[src/design/ecal_pkg.sv]
package ecal_pkg;

   // widths of the result fields
   localparam int YEAR_W   = 12;
   localparam int MONTH_W  = 4;
   localparam int DAY_W    = 5;
   localparam int HOUR_W   = 5;
   localparam int MINUTE_W = 6;
   localparam int SECOND_W = 6;

   // default width of the seconds count
   localparam int SECONDS_BITS_DEFAULT = 32;

   // time of day divisors
   localparam int SECS_PER_DAY  = 86400;
   localparam int SECS_PER_HOUR = 3600;
   localparam int SECS_PER_MIN  = 60;

   // width of the time of day, holds anything below one day
   localparam int REM_BITS = $clog2(SECS_PER_DAY);

   // fixed-point reciprocal, rounded up, for exact division by a constant
   function automatic longint unsigned recip(int shift, int divisor);
      longint unsigned num;
      num = (64'd1 << shift) + 64'(divisor - 1);
      return num / 64'(divisor);
   endfunction

   // day split: 86400 is 2**7 times 675
   localparam int DAY_POW2    = 7;
   localparam int DAY_ODD     = SECS_PER_DAY >> DAY_POW2;
   localparam int DAY_ODD_LOG = $clog2(DAY_ODD);

   // hour split of the time of day: 3600 is 2**4 times 225
   localparam int HOUR_POW2  = 4;
   localparam int HOUR_ODD   = SECS_PER_HOUR >> HOUR_POW2;
   localparam int HQ_BITS    = REM_BITS - HOUR_POW2;
   localparam int HOUR_SHIFT = HQ_BITS + $clog2(HOUR_ODD);
   localparam longint unsigned HOUR_RECIP = recip(HOUR_SHIFT, HOUR_ODD);

   // minute split of what is left of the hour: 60 is 2**2 times 15
   localparam int MREM_BITS = $clog2(SECS_PER_HOUR);
   localparam int MIN_POW2  = 2;
   localparam int MIN_ODD   = SECS_PER_MIN >> MIN_POW2;
   localparam int MQ_BITS   = MREM_BITS - MIN_POW2;
   localparam int MIN_SHIFT = MQ_BITS + $clog2(MIN_ODD);
   localparam longint unsigned MIN_RECIP = recip(MIN_SHIFT, MIN_ODD);

   // calendar constants
   localparam int EPOCH_YEAR    = 1970;
   localparam int DAYS_PER_YEAR = 365;
   localparam int YLEN_W        = $clog2(DAYS_PER_YEAR + 2);

   // leap rule counters: year mod 4, mod 100 and mod 400
   localparam int C4_W      = $clog2(4);
   localparam int C100_W    = $clog2(100);
   localparam int C400_W    = $clog2(400);
   localparam int C4_LAST   = 4 - 1;
   localparam int C100_LAST = 100 - 1;
   localparam int C400_LAST = 400 - 1;
   localparam int C4_START   = EPOCH_YEAR % 4;
   localparam int C100_START = EPOCH_YEAR % 100;
   localparam int C400_START = EPOCH_YEAR % 400;

   // month index, 0 is january
   localparam int MONTH_IDX_W = 4;
   localparam logic [MONTH_IDX_W-1:0] MONTH_FEB = MONTH_IDX_W'(1);
   localparam logic [MONTH_IDX_W-1:0] MONTH_DEC = MONTH_IDX_W'(11);

   // month lengths of a common year
   localparam logic [DAY_W-1:0] MONTH_DAYS [12] = '{
      DAY_W'(31), DAY_W'(28), DAY_W'(31), DAY_W'(30), DAY_W'(31), DAY_W'(30),
      DAY_W'(31), DAY_W'(31), DAY_W'(30), DAY_W'(31), DAY_W'(30), DAY_W'(31)
   };

   // depth of the queue between front and back
   localparam int QUEUE_DEPTH = 2;

   // time of day as handed from front to back
   typedef struct packed {
      logic [HOUR_W-1:0]   hour;
      logic [MINUTE_W-1:0] minute;
      logic [SECOND_W-1:0] second;
   } tod_type;

   // day count width: the divisor is above 2**(REM_BITS-1)
   function automatic int day_bits(int seconds_bits);
      return seconds_bits - REM_BITS + 1;
   endfunction

   // full year width, never below the result field
   function automatic int year_bits(int seconds_bits);
      int d;
      int w;
      d = day_bits(seconds_bits);
      w = $clog2(EPOCH_YEAR + 2 ** (d - $clog2(DAYS_PER_YEAR) + 1));
      return (w > YEAR_W) ? w : YEAR_W;
   endfunction

endpackage

[src/design/ecal_if.sv]
interface ecal_req_if #(
   parameter int SECONDS_BITS = ecal_pkg::SECONDS_BITS_DEFAULT
);
   logic                    valid;
   logic                    ready;
   logic [SECONDS_BITS-1:0] epoch_seconds;

   modport source (output valid, output epoch_seconds, input ready);
   modport sink   (input valid, input epoch_seconds, output ready);
endinterface

interface ecal_rsp_if;
   logic                          valid;
   logic                          ready;
   logic [ecal_pkg::YEAR_W-1:0]   year;
   logic [ecal_pkg::MONTH_W-1:0]  month;
   logic [ecal_pkg::DAY_W-1:0]    day_of_month;
   logic [ecal_pkg::HOUR_W-1:0]   hour;
   logic [ecal_pkg::MINUTE_W-1:0] minute;
   logic [ecal_pkg::SECOND_W-1:0] second;

   modport source (
      output valid, output year, output month, output day_of_month,
      output hour, output minute, output second, input ready
   );
   modport sink (
      input valid, input year, input month, input day_of_month,
      input hour, input minute, input second, output ready
   );
endinterface

[src/design/ecal_front.sv]
module ecal_front #(
   parameter int SECONDS_BITS = ecal_pkg::SECONDS_BITS_DEFAULT
) (
   input  logic                                          clock,
   input  logic                                          reset,
   ecal_req_if.sink                                      req_ch,
   output logic                                          push_valid,
   input  logic                                          push_ready,
   output logic [ecal_pkg::day_bits(SECONDS_BITS)-1:0]   push_days,
   output ecal_pkg::tod_type                             push_tod
);

   localparam int DAY_BITS   = ecal_pkg::day_bits(SECONDS_BITS);
   localparam int REM_BITS   = ecal_pkg::REM_BITS;
   localparam int Q1_BITS    = SECONDS_BITS - ecal_pkg::DAY_POW2;
   localparam int DAY_SHIFT  = Q1_BITS + ecal_pkg::DAY_ODD_LOG;
   localparam longint unsigned DAY_RECIP = ecal_pkg::recip(DAY_SHIFT, ecal_pkg::DAY_ODD);
   localparam int RECIP_BITS = Q1_BITS + 1;
   localparam int LO_BITS    = RECIP_BITS / 2;
   localparam int HI_BITS    = RECIP_BITS - LO_BITS;
   localparam int PLO_BITS   = Q1_BITS + LO_BITS;
   localparam int PHI_BITS   = Q1_BITS + HI_BITS;
   localparam int PROD_BITS  = Q1_BITS + RECIP_BITS;
   localparam int HPROD_BITS = 2 * ecal_pkg::HQ_BITS + 1;
   localparam int MPROD_BITS = 2 * ecal_pkg::MQ_BITS + 1;
   localparam logic [LO_BITS-1:0] RECIP_LO = LO_BITS'(DAY_RECIP);
   localparam logic [HI_BITS-1:0] RECIP_HI = HI_BITS'(DAY_RECIP >> LO_BITS);

   typedef enum logic [3:0] {
      ST_IDLE, ST_MUL, ST_DAY, ST_TOD, ST_HOUR, ST_HREM, ST_MIN, ST_SEC, ST_PUSH
   } state_type;

   state_type               state_ff, state_in;
   logic [SECONDS_BITS-1:0] num_ff, num_in;
   logic [PLO_BITS-1:0]     plo_ff, plo_in;
   logic [PHI_BITS-1:0]     phi_ff, phi_in;
   logic [DAY_BITS-1:0]     days_ff, days_in;
   logic [REM_BITS-1:0]     rem_ff, rem_in;
   ecal_pkg::tod_type       tod_ff, tod_in;

   logic [Q1_BITS-1:0]      q1;
   logic [PROD_BITS-1:0]    prod;
   logic [HPROD_BITS-1:0]   hour_prod;
   logic [MPROD_BITS-1:0]   min_prod;

   // seconds over 128, then times the reciprocal of 675 in two halves
   assign q1   = num_ff[SECONDS_BITS-1:ecal_pkg::DAY_POW2];
   assign prod = PROD_BITS'(plo_ff) + {phi_ff, {LO_BITS{1'b0}}};

   // hours and minutes by reciprocal of the odd part of the divisor
   assign hour_prod = HPROD_BITS'(rem_ff[REM_BITS-1:ecal_pkg::HOUR_POW2])
                    * HPROD_BITS'(ecal_pkg::HOUR_RECIP);
   assign min_prod  = MPROD_BITS'(rem_ff[ecal_pkg::MREM_BITS-1:ecal_pkg::MIN_POW2])
                    * MPROD_BITS'(ecal_pkg::MIN_RECIP);

   // sequencer, one arithmetic step per state
   always_comb begin
      state_in = state_ff;
      num_in   = num_ff;
      plo_in   = plo_ff;
      phi_in   = phi_ff;
      days_in  = days_ff;
      rem_in   = rem_ff;
      tod_in   = tod_ff;
      case (state_ff)
         ST_IDLE: begin
            if (req_ch.valid) begin
               num_in   = req_ch.epoch_seconds;
               state_in = ST_MUL;
            end
         end
         ST_MUL: begin
            plo_in   = PLO_BITS'(q1) * PLO_BITS'(RECIP_LO);
            phi_in   = PHI_BITS'(q1) * PHI_BITS'(RECIP_HI);
            state_in = ST_DAY;
         end
         ST_DAY: begin
            days_in  = DAY_BITS'(prod >> DAY_SHIFT);
            state_in = ST_TOD;
         end
         ST_TOD: begin
            // time of day is below one day, so the low bits suffice
            rem_in   = REM_BITS'(num_ff - SECONDS_BITS'(days_ff)
                                 * SECONDS_BITS'(ecal_pkg::SECS_PER_DAY));
            state_in = ST_HOUR;
         end
         ST_HOUR: begin
            tod_in.hour = ecal_pkg::HOUR_W'(hour_prod >> ecal_pkg::HOUR_SHIFT);
            state_in    = ST_HREM;
         end
         ST_HREM: begin
            rem_in   = rem_ff - REM_BITS'(tod_ff.hour) * REM_BITS'(ecal_pkg::SECS_PER_HOUR);
            state_in = ST_MIN;
         end
         ST_MIN: begin
            tod_in.minute = ecal_pkg::MINUTE_W'(min_prod >> ecal_pkg::MIN_SHIFT);
            state_in      = ST_SEC;
         end
         ST_SEC: begin
            tod_in.second = ecal_pkg::SECOND_W'(rem_ff - REM_BITS'(tod_ff.minute)
                                                * REM_BITS'(ecal_pkg::SECS_PER_MIN));
            state_in      = ST_PUSH;
         end
         ST_PUSH: begin
            if (push_ready) begin
               state_in = ST_IDLE;
            end
         end
         default: state_in = ST_IDLE;
      endcase
   end

   always_ff @(posedge clock) begin
      if (reset) begin
         state_ff <= ST_IDLE;
      end else begin
         state_ff <= state_in;
      end
      num_ff  <= num_in;
      plo_ff  <= plo_in;
      phi_ff  <= phi_in;
      days_ff <= days_in;
      rem_ff  <= rem_in;
      tod_ff  <= tod_in;
   end

   assign req_ch.ready = state_ff == ST_IDLE;
   assign push_valid   = state_ff == ST_PUSH;
   assign push_days    = days_ff;
   assign push_tod     = tod_ff;

endmodule

[src/design/ecal_fifo.sv]
module ecal_fifo #(
   parameter int WIDTH = 1,
   parameter int DEPTH = ecal_pkg::QUEUE_DEPTH
) (
   input  logic             clock,
   input  logic             reset,
   input  logic             push_valid,
   output logic             push_ready,
   input  logic [WIDTH-1:0] push_data,
   output logic             pop_valid,
   input  logic             pop_ready,
   output logic [WIDTH-1:0] pop_data
);

   localparam int PTR_BITS = $clog2(DEPTH);
   localparam int CNT_BITS = $clog2(DEPTH + 1);

   logic [WIDTH-1:0]    entry_ff [DEPTH];
   logic [PTR_BITS-1:0] wr_ptr_ff, wr_ptr_in;
   logic [PTR_BITS-1:0] rd_ptr_ff, rd_ptr_in;
   logic [CNT_BITS-1:0] count_ff, count_in;
   logic                do_push;
   logic                do_pop;

   assign push_ready = count_ff != CNT_BITS'(DEPTH);
   assign pop_valid  = count_ff != '0;
   assign do_push    = push_valid && push_ready;
   assign do_pop     = pop_valid && pop_ready;
   assign pop_data   = entry_ff[rd_ptr_ff];

   // pointer and fill count update
   always_comb begin
      wr_ptr_in = wr_ptr_ff;
      rd_ptr_in = rd_ptr_ff;
      count_in  = count_ff;
      if (do_push) begin
         wr_ptr_in = (wr_ptr_ff == PTR_BITS'(DEPTH - 1)) ? '0 : wr_ptr_ff + PTR_BITS'(1);
      end
      if (do_pop) begin
         rd_ptr_in = (rd_ptr_ff == PTR_BITS'(DEPTH - 1)) ? '0 : rd_ptr_ff + PTR_BITS'(1);
      end
      if (do_push && !do_pop) begin
         count_in = count_ff + CNT_BITS'(1);
      end else if (do_pop && !do_push) begin
         count_in = count_ff - CNT_BITS'(1);
      end
   end

   always_ff @(posedge clock) begin
      if (reset) begin
         wr_ptr_ff <= '0;
         rd_ptr_ff <= '0;
         count_ff  <= '0;
      end else begin
         wr_ptr_ff <= wr_ptr_in;
         rd_ptr_ff <= rd_ptr_in;
         count_ff  <= count_in;
      end
   end

   // entry storage
   always_ff @(posedge clock) begin
      if (do_push) begin
         entry_ff[wr_ptr_ff] <= push_data;
      end
   end

endmodule

[src/design/ecal_back.sv]
module ecal_back #(
   parameter int SECONDS_BITS = ecal_pkg::SECONDS_BITS_DEFAULT
) (
   input  logic                                          clock,
   input  logic                                          reset,
   input  logic                                          pop_valid,
   output logic                                          pop_ready,
   input  logic [ecal_pkg::day_bits(SECONDS_BITS)-1:0]   pop_days,
   input  ecal_pkg::tod_type                             pop_tod,
   ecal_rsp_if.source                                    rsp_ch
);

   localparam int DAY_BITS  = ecal_pkg::day_bits(SECONDS_BITS);
   localparam int YEAR_BITS = ecal_pkg::year_bits(SECONDS_BITS);

   typedef enum logic [1:0] {ST_IDLE, ST_YEAR, ST_MONTH, ST_OUT} state_type;

   state_type                            state_ff, state_in;
   logic [DAY_BITS-1:0]                  days_ff, days_in;
   logic [YEAR_BITS-1:0]                 year_ff, year_in;
   logic [ecal_pkg::C4_W-1:0]            c4_ff, c4_in;
   logic [ecal_pkg::C100_W-1:0]          c100_ff, c100_in;
   logic [ecal_pkg::C400_W-1:0]          c400_ff, c400_in;
   logic [ecal_pkg::MONTH_IDX_W-1:0]     month_ff, month_in;
   ecal_pkg::tod_type                    tod_ff, tod_in;
   logic [ecal_pkg::YEAR_W-1:0]          out_year_ff, out_year_in;
   logic [ecal_pkg::MONTH_W-1:0]         out_month_ff, out_month_in;
   logic [ecal_pkg::DAY_W-1:0]           out_dom_ff, out_dom_in;
   ecal_pkg::tod_type                    out_tod_ff, out_tod_in;

   logic                                 leap;
   logic [ecal_pkg::YLEN_W-1:0]          ylen;
   logic [ecal_pkg::DAY_W-1:0]           mlen;

   // gregorian leap rule from the modulo counters
   assign leap = (c400_ff == '0) || ((c100_ff != '0) && (c4_ff == '0));
   assign ylen = leap ? ecal_pkg::YLEN_W'(ecal_pkg::DAYS_PER_YEAR + 1)
                      : ecal_pkg::YLEN_W'(ecal_pkg::DAYS_PER_YEAR);
   assign mlen = ecal_pkg::MONTH_DAYS[month_ff]
               + ecal_pkg::DAY_W'((month_ff == ecal_pkg::MONTH_FEB) && leap);

   // year then month subtraction, one step a cycle
   always_comb begin
      state_in     = state_ff;
      days_in      = days_ff;
      year_in      = year_ff;
      c4_in        = c4_ff;
      c100_in      = c100_ff;
      c400_in      = c400_ff;
      month_in     = month_ff;
      tod_in       = tod_ff;
      out_year_in  = out_year_ff;
      out_month_in = out_month_ff;
      out_dom_in   = out_dom_ff;
      out_tod_in   = out_tod_ff;
      case (state_ff)
         ST_IDLE: begin
            if (pop_valid) begin
               days_in  = pop_days;
               tod_in   = pop_tod;
               year_in  = YEAR_BITS'(ecal_pkg::EPOCH_YEAR);
               c4_in    = ecal_pkg::C4_W'(ecal_pkg::C4_START);
               c100_in  = ecal_pkg::C100_W'(ecal_pkg::C100_START);
               c400_in  = ecal_pkg::C400_W'(ecal_pkg::C400_START);
               month_in = '0;
               state_in = ST_YEAR;
            end
         end
         ST_YEAR: begin
            if (days_ff >= DAY_BITS'(ylen)) begin
               days_in = days_ff - DAY_BITS'(ylen);
               year_in = year_ff + YEAR_BITS'(1);
               c4_in   = (c4_ff == ecal_pkg::C4_W'(ecal_pkg::C4_LAST))
                       ? '0 : c4_ff + ecal_pkg::C4_W'(1);
               c100_in = (c100_ff == ecal_pkg::C100_W'(ecal_pkg::C100_LAST))
                       ? '0 : c100_ff + ecal_pkg::C100_W'(1);
               c400_in = (c400_ff == ecal_pkg::C400_W'(ecal_pkg::C400_LAST))
                       ? '0 : c400_ff + ecal_pkg::C400_W'(1);
            end else begin
               state_in = ST_MONTH;
            end
         end
         ST_MONTH: begin
            if ((month_ff == ecal_pkg::MONTH_DEC) || (days_ff < DAY_BITS'(mlen))) begin
               // december is never subtracted; what is left is the day
               out_year_in  = year_ff[ecal_pkg::YEAR_W-1:0];
               out_month_in = ecal_pkg::MONTH_W'(month_ff) + ecal_pkg::MONTH_W'(1);
               out_dom_in   = days_ff[ecal_pkg::DAY_W-1:0] + ecal_pkg::DAY_W'(1);
               out_tod_in   = tod_ff;
               state_in     = ST_OUT;
            end else begin
               days_in  = days_ff - DAY_BITS'(mlen);
               month_in = month_ff + ecal_pkg::MONTH_IDX_W'(1);
            end
         end
         ST_OUT: begin
            if (rsp_ch.ready) begin
               state_in = ST_IDLE;
            end
         end
         default: state_in = ST_IDLE;
      endcase
   end

   always_ff @(posedge clock) begin
      if (reset) begin
         state_ff <= ST_IDLE;
      end else begin
         state_ff <= state_in;
      end
      days_ff      <= days_in;
      year_ff      <= year_in;
      c4_ff        <= c4_in;
      c100_ff      <= c100_in;
      c400_ff      <= c400_in;
      month_ff     <= month_in;
      tod_ff       <= tod_in;
      out_year_ff  <= out_year_in;
      out_month_ff <= out_month_in;
      out_dom_ff   <= out_dom_in;
      out_tod_ff   <= out_tod_in;
   end

   assign pop_ready           = state_ff == ST_IDLE;
   assign rsp_ch.valid        = state_ff == ST_OUT;
   assign rsp_ch.year         = out_year_ff;
   assign rsp_ch.month        = out_month_ff;
   assign rsp_ch.day_of_month = out_dom_ff;
   assign rsp_ch.hour         = out_tod_ff.hour;
   assign rsp_ch.minute       = out_tod_ff.minute;
   assign rsp_ch.second       = out_tod_ff.second;

endmodule

[src/design/epoch_seconds_to_calendar.sv]
// channel   port     dir  word
// -------   ------   ---  -------------------------------------------------
// request   req_ch   in   epoch_seconds (SECONDS_BITS)
// response  rsp_ch   out  year, month, day_of_month, hour, minute, second
//
// front: reciprocal multiplies split the seconds into days, hours, minutes and
// seconds, one word at a time: accept, seven arithmetic steps, queue hand-off.
// back: a year subtraction loop, then a month loop, one word at a time; for
// most words the year loop runs longest and the back sets throughput.
// a two-word queue lets the front take the next words while the back works or
// its response waits; synchronous reset empties the queue and idles both parts.
module epoch_seconds_to_calendar #(
   parameter int SECONDS_BITS = ecal_pkg::SECONDS_BITS_DEFAULT
) (
   input logic        clock,
   input logic        reset,
   ecal_req_if.sink   req_ch,
   ecal_rsp_if.source rsp_ch
);

   localparam int DAY_BITS   = ecal_pkg::day_bits(SECONDS_BITS);
   localparam int TOD_BITS   = $bits(ecal_pkg::tod_type);
   localparam int ENTRY_BITS = DAY_BITS + TOD_BITS;

   logic                  push_valid;
   logic                  push_ready;
   logic [DAY_BITS-1:0]   push_days;
   ecal_pkg::tod_type     push_tod;
   logic                  pop_valid;
   logic                  pop_ready;
   logic [ENTRY_BITS-1:0] pop_entry;
   logic [DAY_BITS-1:0]   pop_days;
   ecal_pkg::tod_type     pop_tod;

   // accept and split into days and time of day
   ecal_front #(
      .SECONDS_BITS (SECONDS_BITS)
   ) u_front (
      .clock      (clock),
      .reset      (reset),
      .req_ch     (req_ch),
      .push_valid (push_valid),
      .push_ready (push_ready),
      .push_days  (push_days),
      .push_tod   (push_tod)
   );

   // queue between front and back
   ecal_fifo #(
      .WIDTH (ENTRY_BITS),
      .DEPTH (ecal_pkg::QUEUE_DEPTH)
   ) u_fifo (
      .clock      (clock),
      .reset      (reset),
      .push_valid (push_valid),
      .push_ready (push_ready),
      .push_data  ({push_days, push_tod}),
      .pop_valid  (pop_valid),
      .pop_ready  (pop_ready),
      .pop_data   (pop_entry)
   );

   assign pop_days = pop_entry[ENTRY_BITS-1:TOD_BITS];
   assign pop_tod  = ecal_pkg::tod_type'(pop_entry[TOD_BITS-1:0]);

   // years and months
   ecal_back #(
      .SECONDS_BITS (SECONDS_BITS)
   ) u_back (
      .clock     (clock),
      .reset     (reset),
      .pop_valid (pop_valid),
      .pop_ready (pop_ready),
      .pop_days  (pop_days),
      .pop_tod   (pop_tod),
      .rsp_ch    (rsp_ch)
   );

endmodule

[src/flat_wrapper.sv]
// flat-port wrapper written by rule: the top's interface ports become plain ports
module epoch_seconds_to_calendar_flat 
#(
   parameter int SECONDS_BITS = ecal_pkg::SECONDS_BITS_DEFAULT
)
  (clock, reset, req_ch_valid, req_ch_epoch_seconds, req_ch_ready, rsp_ch_valid, rsp_ch_year, rsp_ch_month, rsp_ch_day_of_month, rsp_ch_hour, rsp_ch_minute, rsp_ch_second, rsp_ch_ready);
  ecal_req_if #(.SECONDS_BITS(SECONDS_BITS)) req_ch_i ();
  ecal_rsp_if rsp_ch_i ();
  input logic clock;
  input logic reset;
  input wire logic [$bits(req_ch_i.valid)-1:0] req_ch_valid;
  input wire logic [$bits(req_ch_i.epoch_seconds)-1:0] req_ch_epoch_seconds;
  output wire logic [$bits(req_ch_i.ready)-1:0] req_ch_ready;
  output wire logic [$bits(rsp_ch_i.valid)-1:0] rsp_ch_valid;
  output wire logic [$bits(rsp_ch_i.year)-1:0] rsp_ch_year;
  output wire logic [$bits(rsp_ch_i.month)-1:0] rsp_ch_month;
  output wire logic [$bits(rsp_ch_i.day_of_month)-1:0] rsp_ch_day_of_month;
  output wire logic [$bits(rsp_ch_i.hour)-1:0] rsp_ch_hour;
  output wire logic [$bits(rsp_ch_i.minute)-1:0] rsp_ch_minute;
  output wire logic [$bits(rsp_ch_i.second)-1:0] rsp_ch_second;
  input wire logic [$bits(rsp_ch_i.ready)-1:0] rsp_ch_ready;
  assign req_ch_i.valid = req_ch_valid;
  assign req_ch_i.epoch_seconds = req_ch_epoch_seconds;
  assign req_ch_ready = req_ch_i.ready;
  assign rsp_ch_valid = rsp_ch_i.valid;
  assign rsp_ch_year = rsp_ch_i.year;
  assign rsp_ch_month = rsp_ch_i.month;
  assign rsp_ch_day_of_month = rsp_ch_i.day_of_month;
  assign rsp_ch_hour = rsp_ch_i.hour;
  assign rsp_ch_minute = rsp_ch_i.minute;
  assign rsp_ch_second = rsp_ch_i.second;
  assign rsp_ch_i.ready = rsp_ch_ready;
  epoch_seconds_to_calendar #(.SECONDS_BITS(SECONDS_BITS)) u_core (.clock(clock), .reset(reset), .req_ch(req_ch_i), .rsp_ch(rsp_ch_i));
endmodule
[config.mk]
export PLATFORM = sky130hd
export DESIGN_NAME = epoch_seconds_to_calendar_flat
export DESIGN_NICKNAME = d
export VERILOG_FILES = /design/src/design/ecal_pkg.sv /design/src/design/ecal_if.sv /design/src/design/ecal_front.sv /design/src/design/ecal_fifo.sv /design/src/design/ecal_back.sv /design/src/design/epoch_seconds_to_calendar.sv /design/src/flat_wrapper.sv
export SDC_FILE = /design/constraint.sdc
export NUM_CORES = 1
export LEC_CHECK = 0
export BUFFER_PORTS_ARGS = -buffer_cell sky130_fd_sc_hd__buf_2
export CAP_MARGIN = 0
export CORE_ASPECT_RATIO = 1.75
export CORE_MARGIN = 4
export CORE_UTILIZATION = 57
export DETAILED_ROUTE_END_ITERATION = 8
export GPL_ROUTABILITY_DRIVEN = 0
export PLACE_DENSITY = 0.77
export SYNTH_ARGS = -nofsm -noshare
export SYNTH_HDL_FRONTEND = slang
export SYNTH_SLANG_ARGS = --single-unit
[constraint.sdc]
create_clock -name clock -period 6.55 [get_ports clock]
set_clock_uncertainty 0.2 [all_clocks]
set_input_delay 0 -clock clock [delete_from_list [all_inputs] [get_ports clock]]
set_output_delay 0 -clock clock [all_outputs]
set_load 0.01 [all_outputs]
After elaboration in Yosys (flattened, before gate mapping):

Memories as Yosys holds them, arrays and structs flattened. A register that Yosys moved wholly into a read port is not among the register bits.
Index checks and enable logic that the tools add are counted.

* register bits after elaboration: 273
* RAM bits: 66
* ROM bits: 80
* bits of input ports: 36
* output and inout bits: 40
* logic and storage cells: 154
* memories kept: 2

* add/sub/neg operators: 17
* multipliers: 7
* order comparisons: 3
* equal/unequal tests: 25
* muxes and demuxes: 42
* bitwise operators: 1
* reduce and logical (&&, ||, !) cells: 29

Memories
* (no name shown): depth 16, bits a word 5, read ports 1, clocked after memory_dff 0, write ports 0, line ecal_back.sv:39 `assign mlen = ecal_pkg::MONTH_DAYS[month_ff]`
* u_core.u_fifo.entry_ff: depth 2, bits a word 33, read ports 1, clocked after memory_dff 1, write ports 1, line ecal_fifo.sv:18 `logic [WIDTH-1:0] entry_ff [DEPTH];`

Operators by type and width (count)
* multiplier 25 x 13 -> 38 bit, second input constant: 2
* adder 38 x 51 -> 51 bit: 1
* 2-to-1 mux 16 bit: 3
* one-hot mux 16 bit (3 select lines): 1
* one-hot mux 4 bit (9 select lines): 1
* one-hot mux 17 bit (2 select lines): 1
* subtractor 17 bit: 2
* 2-to-1 mux 9 bit: 3
* multiplier 13 x 14 -> 26 bit, second input constant: 1
* 2-to-1 mux 12 bit: 2
* one-hot mux 12 bit (2 select lines): 1
* 2-to-1 mux 7 bit: 3
* multiplier 10 x 11 -> 20 bit, second input constant: 1
* 2-to-1 mux 2 bit: 10
* one-hot mux 9 bit (2 select lines): 1
* == test 4 x 3 -> 1 bit, second input constant: 4
* >= comparator 16 x 9 -> 1 bit: 1
* < comparator 16 x 5 -> 1 bit: 1
* multiplier 16 x 10 -> 10 bit, second input constant: 1
* 2-to-1 mux 4 bit: 4
* subtractor 16 x 5 -> 16 bit: 1
* subtractor 16 x 9 -> 16 bit: 1
* inequality test 2 bit, second input constant: 7
* one-hot mux 7 bit (2 select lines): 1
* 39 further kinds: 70

Longest topological paths before layout:

* depth after elaboration: 9
* depth in mapped cells: 19

By module:

Synthesis repeated with hierarchy kept, for this count alone.

* cells, all modules: 2476
* area, all modules: 27626.5 um^2

By module, submodules not included
* ecal_front: times used 1, cells each 1853, area an instance 19344.8 um^2, seq. area each 4434.3 um^2
* ecal_back: times used 1, cells each 496, area an instance 5685.5 um^2, seq. area each 3193.1 um^2
* ecal_fifo: times used 1, cells each 127, area an instance 2596.2 um^2, seq. area each 2082.0 um^2

Worst setup path before layout:

Ideal clock, no wire load.

* path type: register -> register
* start point: register u_core.u_back.c100_ff[3] (netlist name)
* end point: register u_core.u_back.days_ff[0] (enable)
* library setup time: 0.478 ns
* data arrival time: 6.193 ns
* path slack: -0.321 ns
* stages on the path, launching flop included: 16
* buffers on the path: 0
* period minus slack after synthesis: 6.871 ns
* cell sequence: edfxtp_1 nor3_1 nand3_1 a22oi_1 nor2_1 ha_1 ha_1 fa_1 nand2b_1 a21boi_0 o21ai_0 nand2_1 nor4_2 a21oi_1 nor2_1 a2111oi_0

* cells in the longest elaborated chain, start to end: 9

Ends and longest elaborated chain
* start, declared: line ecal_back.sv:22 `logic [ecal_pkg::C100_W-1:0] c100_ff, c100_in;`
* start signal, assigned: line ecal_back.sv:114 `c100_ff <= c100_in;`
* nonzero test 7 bit *: line ecal_back.sv:36 `assign leap = (c400_ff == '0) || ((c100_ff != '0) && (c4_ff == '0));`
* logical AND 1 bit *: line ecal_back.sv:36
* logical OR 1 bit *: line ecal_back.sv:36
* logical AND 1 bit: line ecal_back.sv:40 `+ ecal_pkg::DAY_W'((month_ff == ecal_pkg::MONTH_FEB) && leap);`
* adder 5 x 1 -> 5 bit: line ecal_back.sv:40
* < comparator 16 x 5 -> 1 bit: line ecal_back.sv:84 `if ((month_ff == ecal_pkg::MONTH_DEC) || (days_ff < DAY_BITS'(mlen))) begin`
* logical OR 1 bit: line ecal_back.sv:84
* inequality test 2 bit (no line)
* AND reduction 4 bit (no line) *
* end signal, assigned: line ecal_back.sv:111 `days_ff <= days_in;`
* end, declared: line ecal_back.sv:19 `logic [DAY_BITS-1:0] days_ff, days_in;`

Mark *: on every way between the ends. The rest lies on a longest branch, timed or not.
A chain may end at the register's enable or synchronous reset.

Worst setup path in the final report:

* start point: register u_core.u_front.num_ff[15]
* end point: register u_core.u_front.plo_ff[34], data pin

* cells in the longest elaborated chain, start to end: 1

Ends and longest elaborated chain
* start, declared: line ecal_front.sv:34 `logic [SECONDS_BITS-1:0] num_ff, num_in;`
* start signal, assigned: line ecal_front.sv:119 `num_ff <= num_in;`
* multiplier 25 x 13 -> 38 bit: line ecal_front.sv:73 `plo_in = PLO_BITS'(q1) * PLO_BITS'(RECIP_LO);`
* end signal, assigned: line ecal_front.sv:120 `plo_ff <= plo_in;`
* end, declared: line ecal_front.sv:35 `logic [PLO_BITS-1:0] plo_ff, plo_in;`

Every way passes these cells.

==> results.yml <==
synthesis:
  synth-edff-count: 316
  synthSimpleGateAreaFrac: 0.0705
  syn-cell-area_um2: 27100
  syn_nets: 3077
  yosys-top-cells-area: "edfxtp_1 35%, ha_1 22%, fa_1 13%"
  synthDistinctLibCells: 88
  synth_top_area_share: 0.350
  ys_ff_latch: 327
  synth_top_family_by_area: "adder cells"
  syn_inst: 2394
  muxShareOfSynthArea: 0.0116
  synth_top_area_cell: "edfxtp_1"
  avgSynthCellArea_um2: 11.3
  yosysSeqAreaShare: 0.358
  yosys_warnings: 0
  async_flop_share: 0
  ys.flop_type: "edfxtp_1"
  synth-adder-area-share: 0.349
  synth_xor_area_frac: 0.0527
  synth-compound-area-share: 0.0913
setup_path:
  critPathCaptureType: "register"
  critPathTopFamily: "adder cells"
  worstPathArrival_ns: 6.10
  critPathKind: "reg2reg"
  crit_slowest_cell: "edfxtp_1"
  start_kind: "register"
  crit_buf_inv: 2
  crit_top_cell: "fa_1"
  path_max_fanout: 8
  slowest_delay_ns: 0.64
  critPathRequiredTime_ns: 6.61
  path_cells: "ha_1 > fa_1 > fa_1 > inv_1 > fa_1 > fa_1 > inv_1 > ha_1 > a21oi_1 > nand2_1 > a21o_1 > a221o_1 > a21o_4 > and2_4 > a2111oi_1 > or4_1 > a211oi_2"
clocking:
  htree_num_levels: 2
  clk_latency_ns: 0.54
  post-cts-setup-buffer-count: 0
  clock-root-buffer: "clkbuf_16"
  cts.sinks: 327
  cts_tree: "yes"
  clk_pin_slew_worst_paths_ns: 0.07
  clockBufferDepth: 3
  cts-buffers-inserted: 34
sta:
  finalHoldViolCount: 0
  finalSetupViolCount: 0
  tns_ns: 0
  worstMarginPinSlew_ns: 1.12
  slew_headroom: 0.251
  finalCritPeriodShare: 0.923
  fmax_mhz: 165
  fin_crit_ns: 6.04
  slew_violations: 0
  rsz0062_at_grt: "no"
global_route:
  grt_pass1_vias: 19225
  grt_use_total: 0.222
  grt_max_degree: 64
  grt-ovfl-total: 0
  antenna_found_initial: 1
  grt_pass1_wl_um: 92100
final_layout:
  final_nets: 3220
  final_core_util: 0.636
  final_area_um2: 29900
  antennaDiodeCount: 0
  layout.cells.non_filler: 3151
  drive_gt1_frac: 0.0769
  synthToLayoutAreaGrowth_pct: 10.3
detailed_routing:
  drc: 0
  vias_per_cell: 5.63
  routed_wl_um: 56300
  avgRoutedWirePerCell_um: 17.9
  dr.pass1.iters: 5
  drtIter0Drc: 1004
  ant_nets: 0
  vias: 17733
die:
  pin_count: 76
  die_h_um: 297
  die_w_um: 173
  rows: 105
  core-area_um2: 47000
  start_util: 0.576
  die-area_um2: 51300
flow_run:
  max-cap-violations: 0
min_path:
  hp-class: "in2reg"
place:
  port_buffers: 75
  postPlaceCellArea_um2: 28200
  hpwl_um: 45500
  dp.cells: 3036
run_status:
  status: "completed"
synth_stat cells (all sizes together), types with 3 or more instances:
cell type  count
a2111oi        5
a211o          4
a211oi        22
a21boi         9
a21o          37
a21oi        111
a22o           3
a22oi          9
a2bb2oi        3
a31o           4
a31oi          8
a32oi          3
and2          19
and3          13
buf            5
clkbuf        27
dfxtp         11
edfxtp       316
fa           181
ha           466
inv          449
mux2          19
mux2i         10
nand2         98
nand2b        21
nand3         43
nand4         13
nor2          94
nor2b         27
nor3          22
nor3b          4
nor4           9
o211ai         5
o21a          14
o21ai         77
o21bai        15
o22ai          4
o31a           3
o31ai          7
o41ai          3
or3           11
xnor2         99
xor2          64
kinds of logic after synthesis:
family	Yosys count
AOI/OAI and AO/OA	361
DFF	327
adders and majority gates	647
muxes	29
and+or+nand+nor	385
xor gates and xnor gates	163
buffers and inverters	482
sequential cells by signal (all words and copies together) (netlist names), 12 cells and up, named ones only:
| name | flops |
|---|---|
| u_core.u_back.tod_ff | 17 |
| u_core.u_front.push_tod | 17 |
| u_core.u_back.rsp_ch.year | 12 |
| u_core.u_front.plo_ff | 29 |
| u_core.u_front.phi_ff | 34 |
| u_core.u_back.days_ff | 16 |
| u_core.u_back.year_ff | 12 |
| u_core.u_fifo.entry_ff | 66 |
| u_core.u_front.rem_ff | 17 |
| u_core.u_front.num_ff | 32 |
| u_core.u_front.push_days | 16 |
layout by cell type (no fill, tap or decap), types with 16 or more instances in the layout:
master         Yosys  final
nor2b_1           27     26
inv_1            449    449
nand3_1           43     43
a211oi_1          20     19
dlygate4sd3_1      0     53
buf_2              1     75
xnor2_1           99     99
clkbuf_16          0     35
mux2_2            19     19
ha_1             466    466
and2_1            17     16
edfxtp_1         316    316
a21oi_1          107    107
nand2_1           98     98
o21ai_0           73     72
xor2_1            64     64
fa_1             181    181
nor2_1            93     92
a21o_1            35     35
nor3_1            22     21
nand2b_1          21     21
final cells by class:
class                           count  area, um^2
Sequential cell                   327        9710
Tap cell                          588         736
Clock inverter                     17         243
Timing Repair Buffer              139         988
Fill cell                        3575       17100
Inverter                          450        1690
Clock buffer                       45         923
Multi-Input combinational cell   1585       15600
worst paths after layout:
check,start,endpoint,slack (ns),depth (start not counted)
hold reg to reg,u_core.u_back.tod_ff[13]$_DFFE_PP_,u_core.u_back.rsp_ch.hour[1]$_DFFE_PP_,0.22,0
setup reg to reg,u_core.u_front.num_ff[15]$_DFFE_PP_,u_core.u_front.plo_ff[34]$_DFFE_PP_,0.51,17
setup / recovery,u_core.u_front.num_ff[15]$_DFFE_PP_,u_core.u_front.plo_ff[34]$_DFFE_PP_,0.51,17
hold / removal,req_ch_epoch_seconds[8],u_core.u_front.num_ff[8]$_DFFE_PP_,0.004,2
per-layer routing:
layer,track usage,vias to the layer above,share of wire
met5,0,-,0.00023
met4,0.131,2,0.067
met1,0.215,8617,0.34
li1,-,8508,-
met2,0.444,397,0.56
met3,0.0294,209,0.031
worst reg2reg max path, stage by stage (launching register included):
cell and delay [ns]:
edfxtp_1 0.64, ha_1 0.44, fa_1 0.52, fa_1 0.54, inv_1 0.06, fa_1 0.50
fa_1 0.55, inv_1 0.04, ha_1 0.34, a21oi_1 0.21, nand2_1 0.08, a21o_1 0.18
a221o_1 0.35, a21o_4 0.23, and2_4 0.18, a2111oi_1 0.45, or4_1 0.21, a211oi_2 0.07
metrics by stage:
stage	setup slack [ns]	hold WS, ns
after floorplan	0.754	-0.101
after global placement	0.697	-0.0235
after detailed placement	0.602	-0.0219
after CTS	0.579	0.000413
after global routing	0.330	0.0196
final	0.505	0.00446
timing repair:
action	in CTS	in global routing
gates resized for setup	0	0
hold buffers	52	1
endpoints found under the hold margin	43	1
Power is left out: the tool's default activity adds up to more than one toggle a clock period on the data nets, which glitch-free logic cannot reach.
